**src/rtl/sgb_pkg.sv**
```systemverilog
// sgb_pkg: shared codes and fixed widths of the separable blur block.
// No dependencies; used by sgb_div and separable_gaussian_blur_top.
package sgb_pkg;

    localparam int PIX_W = 8;
    localparam int WGT_W = 16;
    localparam int QUO_W = 16;

    localparam logic [1:0] KIND_WGT_H = 2'd0;
    localparam logic [1:0] KIND_WGT_V = 2'd1;
    localparam logic [1:0] KIND_PIXEL = 2'd2;
    localparam logic [1:0] KIND_READ  = 2'd3;

    localparam logic [1:0] CFG_WIDTH  = 2'd0;
    localparam logic [1:0] CFG_HEIGHT = 2'd1;
    localparam logic [1:0] CFG_TAPS_H = 2'd2;
    localparam logic [1:0] CFG_TAPS_V = 2'd3;

endpackage

```
**src/rtl/sgb_div.sv**
```systemverilog
// sgb_div: restoring divider, one quotient bit per cycle.
// Depends on sgb_pkg (quotient width). Quotient must be below 2**QUO_W.
module sgb_div #(
    parameter int NUMW = 48,
    parameter int DENW = 29
) (
    input  logic                       aclk,
    input  logic                       aresetn,
    input  logic                       start,
    input  logic [NUMW-1:0]            num,
    input  logic [DENW-1:0]            den,
    output logic                       done,
    output logic [sgb_pkg::QUO_W-1:0]  quo
);
    localparam int CNTW = $clog2(sgb_pkg::QUO_W + 1);

    logic [NUMW-1:0]           rem_reg, rem_next;
    logic [NUMW-1:0]           dsh_reg, dsh_next;
    logic [sgb_pkg::QUO_W-1:0] quo_reg, quo_next;
    logic [CNTW-1:0]           cnt_reg, cnt_next;
    logic                      busy_reg, busy_next;
    logic                      done_reg, done_next;

    always_comb begin
        rem_next  = rem_reg;
        dsh_next  = dsh_reg;
        quo_next  = quo_reg;
        cnt_next  = cnt_reg;
        busy_next = busy_reg;
        done_next = 1'b0;
        if (start) begin
            rem_next  = num;
            dsh_next  = NUMW'(den) << (sgb_pkg::QUO_W - 1);
            quo_next  = '0;
            cnt_next  = CNTW'(sgb_pkg::QUO_W);
            busy_next = 1'b1;
        end else if (busy_reg) begin
            if (rem_reg >= dsh_reg) begin
                rem_next = rem_reg - dsh_reg;
                quo_next = {quo_reg[sgb_pkg::QUO_W-2:0], 1'b1};
            end else begin
                quo_next = {quo_reg[sgb_pkg::QUO_W-2:0], 1'b0};
            end
            dsh_next = dsh_reg >> 1;
            cnt_next = cnt_reg - CNTW'(1);
            if (cnt_reg == CNTW'(1)) begin
                busy_next = 1'b0;
                done_next = 1'b1;
            end
        end
    end

    always_ff @(posedge aclk) begin
        if (!aresetn) begin
            busy_reg <= 1'b0;
            done_reg <= 1'b0;
            cnt_reg  <= '0;
        end else begin
            busy_reg <= busy_next;
            done_reg <= done_next;
            cnt_reg  <= cnt_next;
        end
    end

    always_ff @(posedge aclk) begin
        rem_reg <= rem_next;
        dsh_reg <= dsh_next;
        quo_reg <= quo_next;
    end

    assign done = done_reg;
    assign quo  = quo_reg;
endmodule

```
**config.mk**
```make
export PLATFORM = sky130hd
export DESIGN_NAME = sgb_div
export DESIGN_NICKNAME = d
export VERILOG_FILES = /design/src/rtl/sgb_pkg.sv /design/src/rtl/sgb_div.sv
export SDC_FILE = /design/constraint.sdc
export NUM_CORES = 1
export LEC_CHECK = 0
export BUFFER_PORTS_ARGS = -buffer_cell sky130_fd_sc_hd__buf_2
export CORE_AREA = 2 2 187 143
export CTS_CLUSTER_SIZE = 40
export DETAILED_ROUTE_END_ITERATION = 10
export DIE_AREA = 0 0 189 145
export PLACE_DENSITY = 0.53
export SETUP_SLACK_MARGIN = 0.02
export SLEW_MARGIN = 30
export SYNTH_ARGS = -nofsm -noshare
export SYNTH_HDL_FRONTEND = slang
export SYNTH_SLANG_ARGS = --single-unit
```
**constraint.sdc**
```tcl
create_clock -name aclk -period 9.6 [get_ports aclk]
set_input_delay 1.92 -clock aclk [delete_from_list [all_inputs] [get_ports aclk]]
set_output_delay 1.92 -clock aclk [all_outputs]
set_load 0.03 [all_outputs]
```
==> results_tabular.tex, run 1 <==
\begin{tabular}{lr}
\hline
Metric & Value \\
\hline
\multicolumn{2}{l}{\textbf{Run status}} \\
\quad Status & completed \\
\multicolumn{2}{l}{\textbf{Finish}} \\
\quad Share of cells above drive strength 1 & 16.5\% \\
\quad Most common cell after layout, fill and taps aside & nand2\_1 \\
\quad Area of combinational cells with multiple inputs & 4120 µm² \\
\quad Layout overhead on the synthesized area & 17.9\% \\
\quad Leading cell types in the layout, fill and taps excluded & 113 x nand2\_1, 95 x buf\_2, 77 x edfxtp\_1 \\
\quad Flip-flop count of the largest register, all copies and words added & 48 \\
\quad NumNets Final & 1052 \\
\quad Area of all sequential standard cells & 3070 µm² \\
\quad Post-layout instance area & 8940 µm² \\
\quad Non-filler cells, final & 1283 \\
\quad Number of filler cells placed in the layout & 2672 \\
\multicolumn{2}{l}{\textbf{Global route}} \\
\quad Largest net degree at the start of global routing & 64 \\
\quad Remaining global-route overflow & 0 \\
\quad First-pass GRT wire length & 33500 µm \\
\quad Initial antenna violation count & 2 \\
\quad Via count of the first global-routing pass & 6321 \\
\quad GRT Resource Usage Total & 15.4\% \\
\multicolumn{2}{l}{\textbf{Yosys}} \\
\quad Syn Inst Count & 847 \\
\quad Async set or reset register ratio after synthesis & 0\% \\
\quad Cell type contributing the most total cell area after synthesis & edfxtp\_1 \\
\quad EDFF count, synth & 77 \\
\quad Fraction of synthesized cell area taken by the top area cell type & 30.5\% \\
\quad Number of distinct library cells after synthesis & 70 \\
\quad Proportion of synthesized chip area in sequential cells & 40.5\% \\
\quad Leading register cell type out of synthesis & edfxtp\_1 \\
\quad Yosys warning count & 0 \\
\quad Syn Area/Cell & 8.95 µm² \\
\quad Nets in the synthesized netlist & 974 \\
\quad Syn Std Cell Area & 7580 µm² \\
\quad Biggest area contributors in the synthesized netlist & edfxtp\_1 30\%, dfxtp\_1 10\%, ha\_1 7.6\% \\
\quad Flip-flop and latch count after synthesis & 115 \\
\multicolumn{2}{l}{\textbf{Pwr}} \\
\quad P\_leak & 3.65 nW \\
\quad Proportion of power drawn by flip-flops and latches & 30.6\% \\
\quad Total Power & 2.15 mW \\
\quad NetSw & 0.809 mW \\
\quad Largest voltage drop on the vdd net & 0.129 mV \\
\quad Combinational power share & 41.6\% \\
\quad Switching Share & 37.6\% \\
\quad Internal & 1.34 mW \\
\quad Clock Power Share & 27.8\% \\
\quad PD cells & 240 nW/µm² \\
\multicolumn{2}{l}{\textbf{STA}} \\
\quad Max-Slew Margin vs Limit & 44.2\% \\
\quad Tcrit/Tclk final & 42.2\% \\
\quad Period minus WS final & 4050 ps \\
\quad Fmax & 247 MHz \\
\quad Least-Margin Pin Slew & 836 ps \\
\quad Hold violation count in the final report & 0 \\
\quad Sum of negative setup slack & 0 ps \\
\quad Largest clock skew in the final design & 8.77 ps \\
\quad Final slew viol count & 0 \\
\quad Hold slack & 492 ps \\
\quad Number of setup violations in the final report & 0 \\
\quad Unrepaired setup endpoints after global routing & false \\
\multicolumn{2}{l}{\textbf{Die}} \\
\quad Number of rows created at floorplan & 51 \\
\quad Core ar. & 25600 µm² \\
\quad Horizontal die dimension & 189 µm \\
\quad Die span in y & 145 µm \\
\quad Effective utilization at floorplan & 29.6\% \\
\quad Number of top-level pins & 97 \\
\quad Floorplan die area & 27400 µm² \\
\multicolumn{2}{l}{\textbf{Detailed routing}} \\
\quad Wire per inst & 16.2 µm \\
\quad Number of vias after detailed routing & 6357 \\
\quad Number of iterations in the first detailed-routing pass & 5 \\
\quad Number of violations reported at the end of detailed-routing iteration 0 & 417 \\
\quad Number of routed nets with antenna violations & 0 \\
\quad Detail-routed via count per cell & 4.95 \\
\quad Residual DRC count & 0 \\
\quad Total wire length & 20800 µm \\
\multicolumn{2}{l}{\textbf{Clock tree}} \\
\quad Level count of the clock H-tree & 4 \\
\quad Buffers inserted by post-CTS timing repair & 0 \\
\quad Number of gates resized after CTS & 0 \\
\quad Number of buffers created by CTS & 17 \\
\quad Deepest clock path buffer count & 2 \\
\quad Clock network latency to the later pin of the worst-skew pair & 430 ps \\
\quad Buffer cell driving the clock tree root & clkbuf\_16 \\
\quad CTS tree & built \\
\quad Register clock-pin slew on the reported worst setup and hold paths & 50 ps \\
\quad TritonCTS Sinks & 115 \\
\quad CTS hold repair buffers & 0 \\
\multicolumn{2}{l}{\textbf{Critical path}} \\
\quad Worst R2R Setup Slack & 6010 ps \\
\quad Crit path capture type & flip-flop \\
\quad Source of the worst register-to-register timing path & rem\_reg[7]\$\_DFFE\_PP\_ \\
\quad Worst EP arrival & 4220 ps \\
\quad Type of the worst setup path & in2reg \\
\quad Worst Setup Start Kind & input port \\
\quad Largest fanout of any net on the critical path & 63 \\
\quad Req. time, crit path & 9770 ps \\
\quad Launching element of the worst setup path & start \\
\multicolumn{2}{l}{\textbf{Place}} \\
\quad Placement-stage cell area & 8370 µm² \\
\quad Global placement routability congestion & 0.832 \\
\quad Placed Cells incl. Taps & 1249 \\
\quad Half-perimeter wire length after placement & 15300 µm \\
\quad Number of port buffers & 96 \\
\multicolumn{2}{l}{\textbf{Run}} \\
\quad Max-cap violations & 0 \\
\multicolumn{2}{l}{\textbf{Worst hold path}} \\
\quad Worst Hold Class & reg2reg \\
\quad Beginning of the worst hold path & cnt\_reg[1]\$\_SDFFE\_PP0P\_ \\
\hline
\end{tabular}
-- power groups by stage --
| stage | logic (mW) | clock network [mW] | registers (mW) |
|---|---|---|---|
| final | 0.895 | 0.597 | 0.657 |
| after global routing | 0.998 | 0.632 | 0.665 |
| after CTS | 0.887 | 0.609 | 0.658 |
| after detailed placement | 0.881 | 0 | 0.667 |
| after global placement | 0.879 | 0 | 0.665 |
| after floorplan | 0.678 | 0 | 0.660 |
-- per-layer routing --
metal  up-vias  routed length, µm  global-route usage, %
met5         -                  0                      0
met4         0                233                   4.18
met3        17               1210                   3.99
met2       144               8170                   21.3
met1      2977              11200                   23.3
li1       3219                  -                      -
-- final timing paths --
check,end,cells after the start
setup / recovery,dsh_reg[24]$_DFFE_PP_,5
hold / removal,cnt_reg[1]$_SDFFE_PP0P_,2
setup reg to reg,rem_reg[6]$_DFFE_PP_,10
hold reg to reg,cnt_reg[1]$_SDFFE_PP0P_,2
-- synth_stat cells (3+ instances only) --
master and n:
a41oi_1 3, edfxtp_1 77, nor3_1 19, nand2_1 113, dfxtp_1 38, nor4_1 4
a21boi_0 3, ha_1 46, xor2_1 11, buf_1 8, nand3_1 8, a21o_1 22
o21bai_1 12, o211ai_1 7, buf_2 5, mux2i_1 33, nor2_1 70, xnor2_1 26
nor2b_1 7, a22o_1 12, inv_1 60, clkbuf_1 28, o31ai_1 23, and2_1 4
a31oi_1 5, a211oi_1 10, o21a_1 6, o21ai_0 60, a21oi_1 55, nand2b_1 7
nand4_1 13, o21ai_1 3, mux2_2 3
-- logic make-up after synthesis --
kind of cell	Yosys count	share of synthesized area (%)
flops	115	40.5
fa+ha+maj	47	7.85
buf+inv	103	5.30
mux	36	4.80
compound gates	249	22.0
xor+xnor	37	4.27
simple gates	260	15.2
-- through the flow --
stage / worst slack (ps) / util (%)
after floorplan: 3640 / -
after global placement: 5170 / 32.7
after detailed placement: 5070 / 32.7
after CTS: 5530 / 34.9
after global routing: 5330 / 34.9
final: 5550 / 34.9
-- critical path, cell delays in order --
cell    delay (ps)
buf_4          440
buf_4          560
buf_4          590
nor2_1         360
a22o_1         290
-- cell type report --
cell class                 count  share of cell area, %
multi-input combinational    629                   46.1
sequential                   115                   34.4
timing repair buffer         102                   5.95
clock buffer                  23                   5.59
tap                          344                   4.82
inverter                      60                   2.52
clock inverter                 9                  0.588
antenna                        1                 0.0280
No activity file was read; power rests on OpenSTA's default activity.
==> inputs of run 2 (changes only) <==
--- a/config.mk
+++ b/config.mk
@@ -5,12 +5,13 @@
 export SDC_FILE = /design/constraint.sdc
 export NUM_CORES = 1
 export LEC_CHECK = 0
+export ABC_AREA = 1
 export BUFFER_PORTS_ARGS = -buffer_cell sky130_fd_sc_hd__buf_2
-export CORE_AREA = 2 2 187 143
+export CORE_AREA = 2 2 201 154
 export CTS_CLUSTER_SIZE = 40
 export DETAILED_ROUTE_END_ITERATION = 10
-export DIE_AREA = 0 0 189 145
-export PLACE_DENSITY = 0.53
+export DIE_AREA = 0 0 203 156
+export PLACE_DENSITY = 0.54
 export SETUP_SLACK_MARGIN = 0.02
 export SLEW_MARGIN = 30
 export SYNTH_ARGS = -nofsm -noshare
==> constraint.sdc (replaced) <==
create_clock -name aclk -period 3.5 [get_ports aclk]
set_input_delay 0.7 -clock aclk [delete_from_list [all_inputs] [get_ports aclk]]
set_output_delay 0.7 -clock aclk [all_outputs]
set_load 0.03 [all_outputs]
==> run 2 against run 1 <==
Worst setup slack got worse by 4700 ps. Combinational power increased to 2.9 times the previous value. Critical path depth increased by 10. Register-to-register slack got worse by 5200 ps. Clock power increased to 2.9 times the previous value. Critical path type is now reg2reg. Via count increased by 29%. Synthesized cell count increased by 59%. Highest routed layer is now met5.
==> results_tabular.tex, run 2 <==
\begin{tabular}{lr}
\hline
Metric & Value \\
\hline
\multicolumn{2}{l}{\textbf{Clock tree}} \\
\quad Number of gates resized after CTS & 0 (unchanged) \\
\quad Buffer cell driving the clock tree root & clkbuf\_16 \\
\quad Deepest clock path buffer count & 2 (unchanged) \\
\quad CTS tree & built \\
\quad Level count of the clock H-tree & 4 (unchanged) \\
\quad Clock network latency to the later pin of the worst-skew pair & 430 ps (about the same) \\
\quad Register clock-pin slew on the reported worst setup and hold paths & 60 ps (about the same) \\
\quad Buffers inserted by post-CTS timing repair & 0 (unchanged) \\
\quad Number of buffers created by CTS & 17 (unchanged) \\
\quad TritonCTS Sinks & 115 (unchanged) \\
\quad CTS hold repair buffers & 0 (unchanged) \\
\multicolumn{2}{l}{\textbf{STA}} \\
\quad Final slew viol count & 0 (unchanged) \\
\quad Period minus WS final & 2640 ps \\
\quad Least-Margin Pin Slew & 661 ps (-175 ps) \\
\quad Unrepaired setup endpoints after global routing & false \\
\quad Number of setup violations in the final report & 0 (unchanged) \\
\quad Fmax & 378 MHz \\
\quad Largest clock skew in the final design & 7.74 ps (-1.03 ps) \\
\quad Setup ws final & 858 ps (-4690 ps) \\
\quad Sum of negative setup slack & 0 ps (unchanged) \\
\quad Tcrit/Tclk final & 75.5\% \\
\quad Max-Slew Margin vs Limit & 55.6\% (+11 points) \\
\quad Hold violation count in the final report & 0 (unchanged) \\
\quad Hold slack & 462 ps (-30.5 ps) \\
\multicolumn{2}{l}{\textbf{Global route}} \\
\quad First-pass GRT wire length & 43200 µm (+29\%) \\
\quad Initial antenna violation count & 1 (-1) \\
\quad Largest net degree at the start of global routing & 58 (-9.4\%) \\
\quad Remaining global-route overflow & 0 (unchanged) \\
\quad Via count of the first global-routing pass & 7876 (+25\%) \\
\quad GRT Resource Usage Total & 17.7\% (+2.2 points) \\
\multicolumn{2}{l}{\textbf{Critical path}} \\
\quad Type of the worst setup path & reg2reg \\
\quad Largest fanout of any net on the critical path & 48 (-24\%) \\
\quad Worst EP arrival & 2800 ps (-1420 ps) \\
\quad Req. time, crit path & 3650 ps (-6120 ps) \\
\quad Worst Setup Start Kind & flip-flop \\
\quad Crit path capture type & flip-flop \\
\multicolumn{2}{l}{\textbf{Place}} \\
\quad Placement-stage cell area & 9720 µm² (+16\%) \\
\quad Global placement routability congestion & 0.931 (+12\%) \\
\quad Number of port buffers & 96 (unchanged) \\
\quad Placement-stage worst setup slack & 838 ps (-4230 ps) \\
\quad Half-perimeter wire length after placement & 21700 µm (+42\%) \\
\multicolumn{2}{l}{\textbf{Yosys}} \\
\quad Syn Std Cell Area & 8780 µm² (+16\%) \\
\quad Yosys warning count & 0 (unchanged) \\
\quad Syn Inst Count & 1343 (+59\%) \\
\quad Nets in the synthesized netlist & 1470 (+51\%) \\
\quad Ranking of synthesized cells by instance count & 507 x nand2\_1, 279 x inv\_1, 77 x edfxtp\_1 \\
\quad Fraction of synthesized cell area taken by the top area cell type & 26.3\% (-4.2 points) \\
\quad Biggest area contributors in the synthesized netlist & edfxtp\_1 26\%, nand2\_1 22\%, inv\_1 12\% \\
\quad EDFF count, synth & 77 (unchanged) \\
\quad Leading register cell type out of synthesis & edfxtp\_1 \\
\quad Cell type contributing the most total cell area after synthesis & edfxtp\_1 \\
\quad Proportion of synthesized chip area in sequential cells & 35.0\% (-5.5 points) \\
\quad Flip-flop and latch count after synthesis & 115 (unchanged) \\
\quad Count leader, synth & nand2\_1 \\
\quad Syn Area/Cell & 6.54 µm² (-27\%) \\
\quad Number of distinct library cells after synthesis & 38 (-46\%) \\
\quad Async set or reset register ratio after synthesis & 0\% (unchanged) \\
\multicolumn{2}{l}{\textbf{Die}} \\
\quad Core ar. & 29700 µm² (+16\%) \\
\quad Floorplan die area & 31700 µm² (+16\%) \\
\quad Number of top-level pins & 97 (unchanged) \\
\quad Die span in y & 156 µm (+7.6\%) \\
\quad Horizontal die dimension & 203 µm (+7.4\%) \\
\quad Number of rows created at floorplan & 55 (+7.8\%) \\
\quad Effective utilization at floorplan & 29.6\% (about the same) \\
\multicolumn{2}{l}{\textbf{Run status}} \\
\quad Status & completed \\
\multicolumn{2}{l}{\textbf{Finish}} \\
\quad Layout overhead on the synthesized area & 17.4\% \\
\quad NumNets Final & 1566 (+49\%) \\
\quad Final core area utilization & 34.8\% (-0.18 points) \\
\quad Most common cell after layout, fill and taps aside & nand2\_1 \\
\quad Flip-flop count of the largest register, all copies and words added & 48 (unchanged) \\
\quad Post-layout instance area & 10300 µm² (+15\%) \\
\quad Share of cells above drive strength 1 & 14.7\% (-1.8 points) \\
\quad Antenna cells & 0 (-1) \\
\quad Leading cell types in the layout, fill and taps excluded & 506 x nand2\_1, 278 x inv\_1, 95 x buf\_2 \\
\multicolumn{2}{l}{\textbf{Pwr}} \\
\quad Internal & 3.58 mW (+170\%) \\
\quad Largest voltage drop on the vdd net & 0.337 mV (+160\%) \\
\quad Clock Power Share & 28.8\% (+1.0 points) \\
\quad NetSw & 2.47 mW (+210\%) \\
\quad PD cells & 587 nW/µm² (+140\%) \\
\quad Combinational power share & 42.6\% (+1.0 points) \\
\quad Proportion of power drawn by flip-flops and latches & 28.7\% (-1.9 points) \\
\quad P\_leak & 5.29 nW (+45\%) \\
\quad Switching Share & 40.8\% (+3.2 points) \\
\multicolumn{2}{l}{\textbf{Detailed routing}} \\
\quad Detail-routed via count per cell & 4.43 (-11\%) \\
\quad Total wire length & 26800 µm (+29\%) \\
\quad Number of vias after detailed routing & 8207 (+29\%) \\
\quad Wire per inst & 14.5 µm (-11\%) \\
\quad Number of violations reported at the end of detailed-routing iteration 0 & 620 (+49\%) \\
\quad Residual DRC count & 0 (unchanged) \\
\quad Number of iterations in the first detailed-routing pass & 5 (unchanged) \\
\quad Number of routed nets with antenna violations & 0 (unchanged) \\
\multicolumn{2}{l}{\textbf{Run}} \\
\quad Max-cap violations & 0 (unchanged) \\
\multicolumn{2}{l}{\textbf{Worst hold path}} \\
\quad Worst Hold Class & reg2reg \\
\hline
\end{tabular}
[run 2: cell types whose count changed after synthesis, sizes merged, moves of 26 or more]
cell   change
a21oi     -29
inv      +227
mux2i     -33
nand2    +421
nand3     +67
o22ai     +26
[run 2: power by group through the flow]
stage / Clock [mW] / Sequential (mW) / Combinational, mW
2_1_floorplan: 0 / 1.75 / 1.86
3_3_place_gp: 0 / 1.75 / 2.56
3_5_place_dp: 0 / 1.76 / 2.56
4_1_cts: 1.79 / 1.74 / 2.57
5_1_grt: 1.84 / 1.76 / 2.94
6_report: 1.74 / 1.74 / 2.58
[run 2: critical path, stage by stage (launching register included)]
cell,delay [ps]
edfxtp_1,360
inv_1,70
ha_1,140
inv_1,80
fa_1,460
nand3_1,100
nand3_1,150
nand2_1,120
nand2_2,70
nand3_1,70
nand2_1,140
nand2_1,90
nand4_1,110
nand2_1,90
nand2_2,60
buf_12,220
[run 2: cells by family after synthesis]
group	after synthesis	share of synthesized area, %
simple gates	740	36.1
buf+inv	313	13.5
flops	115	35.0
compound gates	110	6.80
fa+ha+maj	47	6.78
xor+xnor	18	1.79
[run 2: through the flow]
stage          instances  total power [mW]
2_1_floorplan       1343              3.61
3_3_place_gp        1819              4.31
3_5_place_dp        1819              4.32
4_1_cts             1851              6.10
5_1_grt             1851              6.53
6_report            1851              6.05
[run 2: routing by layer]
layer	part of all wire, %	vias to the layer above	GRT usage, %
met5	0.026	-	0
met3	5.3	23	3.74
met4	1.0	2	4.00
met1	56	3679	27.6
li1	-	4340	-
met2	38	163	24.2
[run 2: area by class of cell]
cell class | instances | area (µm²)
inverters | 288 | 1080
repair buffers | 102 | 541
well taps | 399 | 499
clock buffers | 21 | 493
flip-flops and latches | 115 | 3070
clock inverters | 11 | 97.6
multi-input cells | 915 | 4520
fillers | 3277 | 19400
[run 2: worst paths after layout]
| kind | startpoint | to | cells past startpoint | slack, ps |
|---|---|---|---|---|
| setup reg to reg | rem_reg[0]$_DFFE_PP_ | rem_reg[27]$_DFFE_PP_ | 15 | 860 |
| hold / removal | quo[15]$_SDFFE_PP0P_ | quo[15]$_SDFFE_PP0P_ | 2 | 460 |
| hold reg to reg | quo[15]$_SDFFE_PP0P_ | quo[15]$_SDFFE_PP0P_ | 2 | 460 |
| setup / recovery | rem_reg[0]$_DFFE_PP_ | rem_reg[27]$_DFFE_PP_ | 15 | 860 |
==> inputs of run 3 (changes only) <==
--- a/config.mk
+++ b/config.mk
@@ -11,7 +11,7 @@
 export CTS_CLUSTER_SIZE = 40
 export DETAILED_ROUTE_END_ITERATION = 10
 export DIE_AREA = 0 0 203 156
-export PLACE_DENSITY = 0.54
+export PLACE_DENSITY = 0.52
 export SETUP_SLACK_MARGIN = 0.02
 export SLEW_MARGIN = 30
 export SYNTH_ARGS = -nofsm -noshare
==> constraint.sdc (replaced) <==
create_clock -name aclk -period 2.5 [get_ports aclk]
set_input_delay 0.5 -clock aclk [delete_from_list [all_inputs] [get_ports aclk]]
set_output_delay 0.5 -clock aclk [all_outputs]
set_load 0.03 [all_outputs]
==> run 3 against run 2 <==
Clock power increased by 35%. Highest routed layer is now met4. Clock-buffer cell count decreased by 3. Largest power group unchanged. Hold slack lost 150 ps.
==> results_tabular.tex, run 3 (same netlist as run 2, synthesis figures left out) <==
\begin{tabular}{lr}
\hline
Metric & Value \\
\hline
\multicolumn{2}{l}{\textbf{Die}} \\
\quad Number of top-level pins & 97 (unchanged) \\
\quad Effective utilization at floorplan & 29.6\% (unchanged) \\
\quad Horizontal die dimension & 203 µm (unchanged) \\
\quad Die span in y & 156 µm (unchanged) \\
\quad Floorplan die area & 31700 µm² (unchanged) \\
\quad Number of rows created at floorplan & 55 (unchanged) \\
\quad Core ar. & 29700 µm² (unchanged) \\
\multicolumn{2}{l}{\textbf{Detailed routing}} \\
\quad Number of routed nets with antenna violations & 0 (unchanged) \\
\quad Number of vias after detailed routing & 8426 (+2.7\%) \\
\quad Detail-routed via count per cell & 4.44 (about the same) \\
\quad Residual DRC count & 0 (unchanged) \\
\quad Number of iterations in the first detailed-routing pass & 5 (unchanged) \\
\quad Wire per inst & 15.0 µm (+3.3\%) \\
\quad Number of violations reported at the end of detailed-routing iteration 0 & 478 (-23\%) \\
\quad Total wire length & 28400 µm (+6.0\%) \\
\multicolumn{2}{l}{\textbf{Finish}} \\
\quad Number of filler cells placed in the layout & 3277 (unchanged) \\
\quad Area of all sequential standard cells & 3070 µm² (unchanged) \\
\quad Area of combinational cells with multiple inputs & 4920 µm² (+8.8\%) \\
\quad Share of cells above drive strength 1 & 21.3\% (+6.6 points) \\
\quad Final core area utilization & 37.5\% (+2.8 points) \\
\quad NumNets Final & 1614 (+3.1\%) \\
\quad Flip-flop count of the largest register, all copies and words added & 48 (unchanged) \\
\quad Leading cell types in the layout, fill and taps excluded & 495 x nand2\_1, 275 x inv\_1, 95 x buf\_2 \\
\quad Most common cell after layout, fill and taps aside & nand2\_1 \\
\quad Antenna cells & 0 (unchanged) \\
\quad Layout overhead on the synthesized area & 26.7\% \\
\quad Post-layout instance area & 11100 µm² (+8.0\%) \\
\multicolumn{2}{l}{\textbf{Run status}} \\
\quad Status & completed \\
\multicolumn{2}{l}{\textbf{Worst hold path}} \\
\quad Worst Hold Class & in2reg \\
\quad Beginning of the worst hold path & aresetn \\
\quad Worst Hold Path Cells & 2 (unchanged) \\
\quad Capture endpoint of the worst hold path & cnt\_reg[4]\$\_SDFFE\_PN0P\_ \\
\multicolumn{2}{l}{\textbf{Place}} \\
\quad Placement-stage cell area & 9960 µm² (+2.5\%) \\
\quad Global placement routability congestion & 0.929 (-0.15\%) \\
\quad Placement-stage worst setup slack & -29.4 ps (-867 ps) \\
\quad Half-perimeter wire length after placement & 22600 µm (+4.1\%) \\
\quad Number of port buffers & 96 (unchanged) \\
\multicolumn{2}{l}{\textbf{Critical path}} \\
\quad Worst EP arrival & 2600 ps (-200 ps) \\
\quad Largest fanout of any net on the critical path & 4 (-92\%) \\
\quad Source of the worst register-to-register timing path & rem\_reg[0]\$\_DFFE\_PP\_ \\
\quad Crit Reg-Reg Endpoint & rem\_reg[38]\$\_DFFE\_PP\_ \\
\quad Crit path capture type & flip-flop \\
\quad Worst R2R Setup Slack & 90 ps (-770 ps) \\
\quad Launching element of the worst setup path & rem\_reg[0]\$\_DFFE\_PP\_ \\
\quad Worst Setup Start Kind & flip-flop \\
\quad Type of the worst setup path & reg2reg \\
\quad Register-to-Register Path Depth & 13 (-2) \\
\quad Req. time, crit path & 2690 ps (-960 ps) \\
\multicolumn{2}{l}{\textbf{Clock tree}} \\
\quad Level count of the clock H-tree & 4 (unchanged) \\
\quad Number of buffers created by CTS & 17 (unchanged) \\
\quad CTS tree & built \\
\quad TritonCTS Sinks & 115 (unchanged) \\
\quad Deepest clock path buffer count & 2 (unchanged) \\
\quad Register clock-pin slew on the reported worst setup and hold paths & 60 ps (about the same) \\
\quad Buffer cell driving the clock tree root & clkbuf\_16 \\
\quad Clock network latency to the later pin of the worst-skew pair & 430 ps (about the same) \\
\quad CTS hold repair buffers & 0 (unchanged) \\
\multicolumn{2}{l}{\textbf{STA}} \\
\quad Unrepaired setup endpoints after global routing & true \\
\quad Setup ws final & 89.2 ps (-768 ps) \\
\quad Hold violation count in the final report & 0 (unchanged) \\
\quad Largest clock skew in the final design & 9.69 ps (+1.95 ps) \\
\quad Max-Slew Margin vs Limit & 63.0\% (+7.3 points) \\
\quad Period minus WS final & 2410 ps (-232 ps) \\
\quad Number of setup violations in the final report & 0 (unchanged) \\
\quad Least-Margin Pin Slew & 556 ps (-106 ps) \\
\quad Tcrit/Tclk final & 96.4\% (+21 points) \\
\quad Fmax & 415 MHz (+9.6\%) \\
\quad Final slew viol count & 0 (unchanged) \\
\multicolumn{2}{l}{\textbf{Global route}} \\
\quad Most Crowded Layer GR & met1 \\
\quad Remaining global-route overflow & 0 (unchanged) \\
\quad Met3 track demand over resource in global routing & 3.82\% (+0.084 points) \\
\quad Grt met2 use & 24.8\% (+0.60 points) \\
\quad GR Util met1 & 28.1\% (+0.50 points) \\
\quad Initial antenna violation count & 0 (-1) \\
\quad Largest net degree at the start of global routing & 59 (+1.7\%) \\
\quad First-pass GRT wire length & 43700 µm (+1.1\%) \\
\quad GRT Resource Usage Total & 18.0\% (+0.30 points) \\
\quad Via count of the first global-routing pass & 7977 (+1.3\%) \\
\multicolumn{2}{l}{\textbf{Pwr}} \\
\quad P\_leak & 5.60 nW (+5.9\%) \\
\quad Largest voltage drop on the vdd net & 0.475 mV (+41\%) \\
\quad PD cells & 815 nW/µm² (+39\%) \\
\multicolumn{2}{l}{\textbf{Run}} \\
\quad Max-cap violations & 0 (unchanged) \\
\hline
\end{tabular}
==> run 3: worst max-delay path, cell delays in order, from the launching register on <==
cell	delay (ps)
edfxtp_1	370
inv_1	70
ha_2	190
inv_4	40
fa_2	400
buf_4	170
nand2_1	70
nand3_2	140
nand2_1	120
nand3_2	150
nand2_1	190
nand3_1	90
nand3_1	120
nand2_1	60
==> run 3: repair_timing <==
| action | 4_1_cts | 5_1_grt |
|---|---|---|
| setup endpoints to repair | 48 | 60 |
| pin swaps | 0 | 15 |
| buffers inserted | 0 | 15 |
| gates cloned | 0 | 5 |
| gates resized for setup | 4 | 77 |
==> run 3: where the power goes <==
| group | leakage (nW) | switching, mW | internal [mW] |
|---|---|---|---|
| clock | 0.283 | 0.998 | 1.35 |
| sequential | 1.10 | 0.126 | 2.34 |
| combinational | 4.22 | 2.67 | 1.58 |
==> run 3: through the flow <==
step | cells | TNS (ps) | hold WS (ps) | power [mW]
after floorplan | 1343 | 0 | 432 | 5.05
after global placement | 1847 | -586 | 438 | 6.24
after detailed placement | 1847 | -1120 | 455 | 6.26
after CTS | 1879 | 0 | 288 | 8.67
after global routing | 1899 | -1330 | 290 | 9.76
final | 1899 | 0 | 308 | 9.07
==> run 3: layout make-up <==
type	instances	area share [%]
Tap cell	399	4.49
Timing Repair Buffer	150	8.86
Multi-Input combinational cell	915	44.2
Clock inverter	14	1.02
Clock buffer	18	4.05
Sequential cell	115	27.6
Inverter	288	9.74
==> run 3: worst max-delay path by stage <==
stage / endpoint / slack, ps / cells after the start
2_1_floorplan: rem_reg[0]$_DFFE_PP_ / 100 / 14
3_3_place_gp: rem_reg[15]$_DFFE_PP_ / -20 / 11
3_5_place_dp: rem_reg[15]$_DFFE_PP_ / -30 / 11
4_1_cts: rem_reg[15]$_DFFE_PP_ / 40 / 11
5_1_grt: rem_reg[29]$_DFFE_PP_ / -40 / 15
6_report: rem_reg[38]$_DFFE_PP_ / 90 / 13
==> run 3: layer usage <==
layer / part of all wire, % / vias up
met3: 5.4 / 15
met5: 0 / -
met2: 39 / 185
met1: 54 / 3795
met4: 0.71 / 0
li1: - / 4431
